$ cat src/rtl/core/dwf_pkg.sv
// Shared types, defaults and helpers for the distinct word filter.
`default_nettype none

package dwf_pkg;

  localparam int MAX_CHARS_DEF   = 32;
  localparam int TABLE_DEPTH_DEF = 256;

  typedef enum logic [1:0] {
    ST_ACCEPT,
    ST_SCAN,
    ST_FINISH
  } dwf_state_t;

  // compare token handed from cell to cell
  typedef struct packed {
    logic valid;
    logic match;
  } dwf_tok_t;

  function automatic logic [7:0] fold_case(input logic [7:0] c);
    logic [7:0] r;
    r = c;
    if (c >= 8'h41 && c <= 8'h5A) begin
      r = c + 8'h20;
    end
    return r;
  endfunction

endpackage

`default_nettype wire

$ cat src/rtl/core/dwf_cell.sv
// One character column: buffered char, stored column of all slots, compare stage.
`default_nettype none

module dwf_cell #(
  parameter int IDX         = 0,
  parameter int MAX_CHARS   = dwf_pkg::MAX_CHARS_DEF,
  parameter int TABLE_DEPTH = dwf_pkg::TABLE_DEPTH_DEF,
  parameter int LW          = $clog2(MAX_CHARS + 1),
  parameter int SW          = $clog2(TABLE_DEPTH)
) (
  input  wire logic             clk,
  input  wire logic             rst,
  input  wire logic             flush,
  input  wire logic             char_we,
  input  wire logic [7:0]       char_in,
  input  wire logic [LW-1:0]    word_len,
  input  wire logic             store_we,
  input  wire logic [SW-1:0]    store_addr,
  input  wire dwf_pkg::dwf_tok_t in_tok,
  input  wire logic [SW-1:0]    in_slot,
  output dwf_pkg::dwf_tok_t     out_tok,
  output logic      [SW-1:0]    out_slot
);
  import dwf_pkg::*;

  logic [7:0]    column [TABLE_DEPTH];
  logic [7:0]    ch;
  logic [7:0]    rdata;
  dwf_tok_t      mid_tok;
  logic [SW-1:0] mid_slot;
  logic          active;

  // positions at or past the word length take no part in the compare
  assign active = word_len > LW'(IDX);

  always_ff @(posedge clk) begin
    if (char_we) begin
      ch <= char_in;
    end
  end

  always_ff @(posedge clk) begin
    if (store_we) begin
      column[store_addr] <= ch;
    end
    rdata <= column[in_slot];
  end

  always_ff @(posedge clk) begin
    if (rst || flush) begin
      mid_tok.valid <= 1'b0;
      out_tok.valid <= 1'b0;
    end else begin
      mid_tok.valid <= in_tok.valid;
      out_tok.valid <= mid_tok.valid;
    end
    mid_tok.match <= in_tok.match;
    mid_slot      <= in_slot;
    out_tok.match <= mid_tok.match & (!active || rdata == ch);
    out_slot      <= mid_slot;
  end

endmodule

`default_nettype wire

$ cat config.mk
export PLATFORM = sky130hd
export DESIGN_NAME = dwf_cell
export DESIGN_NICKNAME = d
export VERILOG_FILES = /design/src/rtl/core/dwf_pkg.sv /design/src/rtl/core/dwf_cell.sv
export SDC_FILE = /design/constraint.sdc
export NUM_CORES = 2
export LEC_CHECK = 0
export BUFFER_PORTS_ARGS = -buffer_cell sky130_fd_sc_hd__buf_2
export CAP_MARGIN = 20
export CORE_ASPECT_RATIO = 0.7
export CORE_MARGIN = 2
export CORE_UTILIZATION = 35
export DETAILED_ROUTE_END_ITERATION = 8
export PLACE_DENSITY = 0.58
export SLEW_MARGIN = 15
export SYNTH_ARGS = -nofsm -noshare
export SYNTH_HDL_FRONTEND = slang
export SYNTH_SLANG_ARGS = --single-unit
$ cat constraint.sdc
create_clock -name clk -period 6.82 [get_ports clk]
set_clock_uncertainty 0.1 [all_clocks]
set_input_delay 0.341 -clock clk [delete_from_list [all_inputs] [get_ports clk]]
set_output_delay 0.341 -clock clk [all_outputs]
set_load 0.02 [all_outputs]
==> flow_summary.yaml <==
synth:
  synth_cell_type_count: 58
  ys_seq_area_frac: 0.773
  avgSynthCellArea_um2: 21.6
  ys.flop_type: "edfxtp_1"
  netlist_area_um2: 80600
  synth_edf_count: 2056
  ys_warn_count: 0
  netlist_instances: 3721
  async_flop_share: 0
  syn_nets: 3758
  ys_ff_latch: 2084
min_path:
  hp-class: "primary input to register"
  hp-start: "char_in[1]"
clocking:
  cts_max_level: 4
  clock_path_buffers: 4
  cts.sinks: 2084
  root_buffer: "clkbuf_16"
  clkLatencyLatePin_ns: 0.89
  cts_buffers: 206
  clkSlewWorstSetupHoldPaths_ns: 0.07
  cts_tree: "yes"
power_and_ir_drop:
  leakage_nw: 27.7
  max-vdd-ir-drop_mv: 0.234
  powerDensity_nw_per_um2: 294
cells_and_area:
  fill_cells: 20200
  layout-drive-gt1-share: 0.231
  syn_to_final_growth_pct: 12.6
  nNetsFinal: 3905
  final_cell_area_um2: 90700
timing:
  period_share: 0.617
  final_hold_viol_count: 0
  slew_violations: 0
  rsz0062_at_grt: "false"
  finalSetupViolations: 0
  fin_setup_tns_ns: 0
  slew_headroom: 0.180
  fin_crit_ns: 4.21
  worst_pin_slew_ns: 1.23
  fmax_ghz: 0.238
  setup_ws_ns: 2.61
setup_path:
  critPathLaunchType: "primary input"
  critPathKind: "primary input to register"
  worstSetupEndpointType: "register"
  cp_max_fo: 61
  worst_ep_arrival_time_ns: 4.81
  critical_path_required_ns: 7.42
  critical_path.startpoint: "in_slot[0]"
  regToRegStartpoint: "column[176][0]$_DFFE_PP_"
placement:
  port_buffers: 46
  place_area_um2: 84000
  post-place-ws_ns: 2.08
  place_hpwl_um: 132000
  routabilityCongestion: 0.834
global_route:
  grt_max_degree: 193
  antenna_found_initial: 15
  grt_pass1_wl_um: 300000
  grt_usage: 0.180
  grt-ovfl-total: 0
  first_global_vias: 38400
route:
  wl_um: 213000
  avgViaCountPerCell: 5.58
  drt_pass1_iterations: 6
  drc: 0
  wire_per_inst_um: 30.1
  vias: 39500
  ant_nets: 0
  drt_iter0_markers: 5544
floorplan:
  core_um2: 229000
  design.die.area_um2: 234000
  die_width_um: 577
  die_height_um: 405
  initial_core_util: 0.352
  ioPinCount: 47
  rows: 147
run_status:
  status: "finished clean"
run:
  max_cap_viol_count: 0
==> critical path: stages <==
cell           delay [ns]
dlygate4sd3_1        0.56
buf_8                0.53
buf_4                0.49
mux4_2               0.64
a22o_1               0.28
o21ai_1              0.76
o31ai_1              0.39
nor3_1               0.44
nor4_1               0.08
==> sequential cells by signal, indices dropped and copies added, names as in the netlist <==
name and cells:
out_slot 8, rdata 8, mid_slot 8, mid_tok 2, ch 8, column 2048, out_tok 2
==> per-layer routing <==
layer | up-vias | track usage | routed length, um
met5 | - | 0 | 32
met4 | 4 | 0.0423 | 4550
met3 | 309 | 0.0559 | 23300
met2 | 1930 | 0.250 | 90300
met1 | 21300 | 0.274 | 94900
li1 | 16000 | - | -
==> cell type report <==
cell class                 instances  area (um2)  share of cell area
clock inverter                   114         975              0.0107
multi-input combinational       1404       16700               0.185
antenna                            3        7.51           0.0000828
tap                             3054        3820              0.0421
clock buffer                     248        5400              0.0596
sequential                      2084       62300               0.687
inverter                           3        11.3            0.000124
timing repair buffer             169        1410              0.0155
==> layout by cell type (no fill, tap or decap), types with 5 or more instances in the layout <==
cell           instances
a22oi_1               45
nand2b_1               7
nor4_1                16
nor3_1                12
clkinv_1              46
a21oi_1               42
bufinv_16             13
nand4_1               11
o32ai_1               13
a311oi_1               5
xnor2_1                8
nand3_1               29
nor2b_1               21
clkinv_2              39
clkbuf_8               7
dlygate4sd3_1         23
buf_12                12
buf_4                 85
a22o_1                36
clkbuf_16            207
o21ai_0                8
o22ai_1               37
clkbuf_1              34
a221oi_1              30
mux2i_1              131
buf_2                 43
and2_1                 8
o221ai_1              37
nor2_1               276
mux4_2               483
dfxtp_1               28
a211oi_1              30
nand2_1               61
edfxtp_1            2056
==> what timing repair did <==
item	CTS	global route
buffers inserted	0	0
setup endpoints to repair	0	0
endpoints found under the hold margin	27	0
hold buffers	23	0
resized for setup	0	0
==> cells in the mapped netlist, drive strengths merged (28+ instances only) <==
master	number	area share
o221ai	37	0.0040
a22oi	45	0.0042
a221oi	31	0.0034
a21oi	42	0.0026
a211oi	30	0.0028
nand2	61	0.0028
clkbuf	100	0.0047
edfxtp	2056	0.77
mux4	483	0.14
nor2	278	0.013
buf	130	0.015
mux2i	131	0.016
o22ai	37	0.0029
a22o	36	0.0039
nand3	29	0.0018
dfxtp	28	0.0070
==> per-stage QoR <==
stage,power (mW),hold WS [ns],instances,util
after global placement,15.9,0.211,6686,0.367
after floorplan,15.4,0.210,3721,-
final,26.6,0.111,7079,0.396
after detailed placement,15.9,0.212,6687,0.367
after global routing,27.4,0.0983,7078,0.396
after CTS,26.8,0.0555,7072,0.396
==> cells by family (layout without fill, tap and decap cells) <==
family          count (synthesis)  count (layout)  synth area share
buf+inv                       233             534            0.0193
compound gates                312             312            0.0293
other cells                     0               3                 0
xor+xnor                        8               8          0.000870
mux                           617             617             0.152
simple gates                  467             467            0.0254
flops                        2084            2084             0.773
==> worst paths after layout <==
check	end	slack, ns	cells past startpoint
hold / removal	ch[1]$_DFFE_PP_	0.11	2
setup reg to reg	rdata[0]$_DFF_P_	3.59	6
setup / recovery	rdata[2]$_DFF_P_	2.61	9
hold reg to reg	out_slot[0]$_DFF_P_	0.23	0
==> report_power, final <==
| group | internal, mW | total, mW | switching [mW] |
|---|---|---|---|
| Sequential | 14.2 | 14.2 | 0.0212 |
| Clock | 6.14 | 11.0 | 4.86 |
| Combinational | 0.437 | 1.41 | 0.972 |
| Total | 20.8 | 26.6 | 5.85 |
Power figures use the tool's default switching activity.
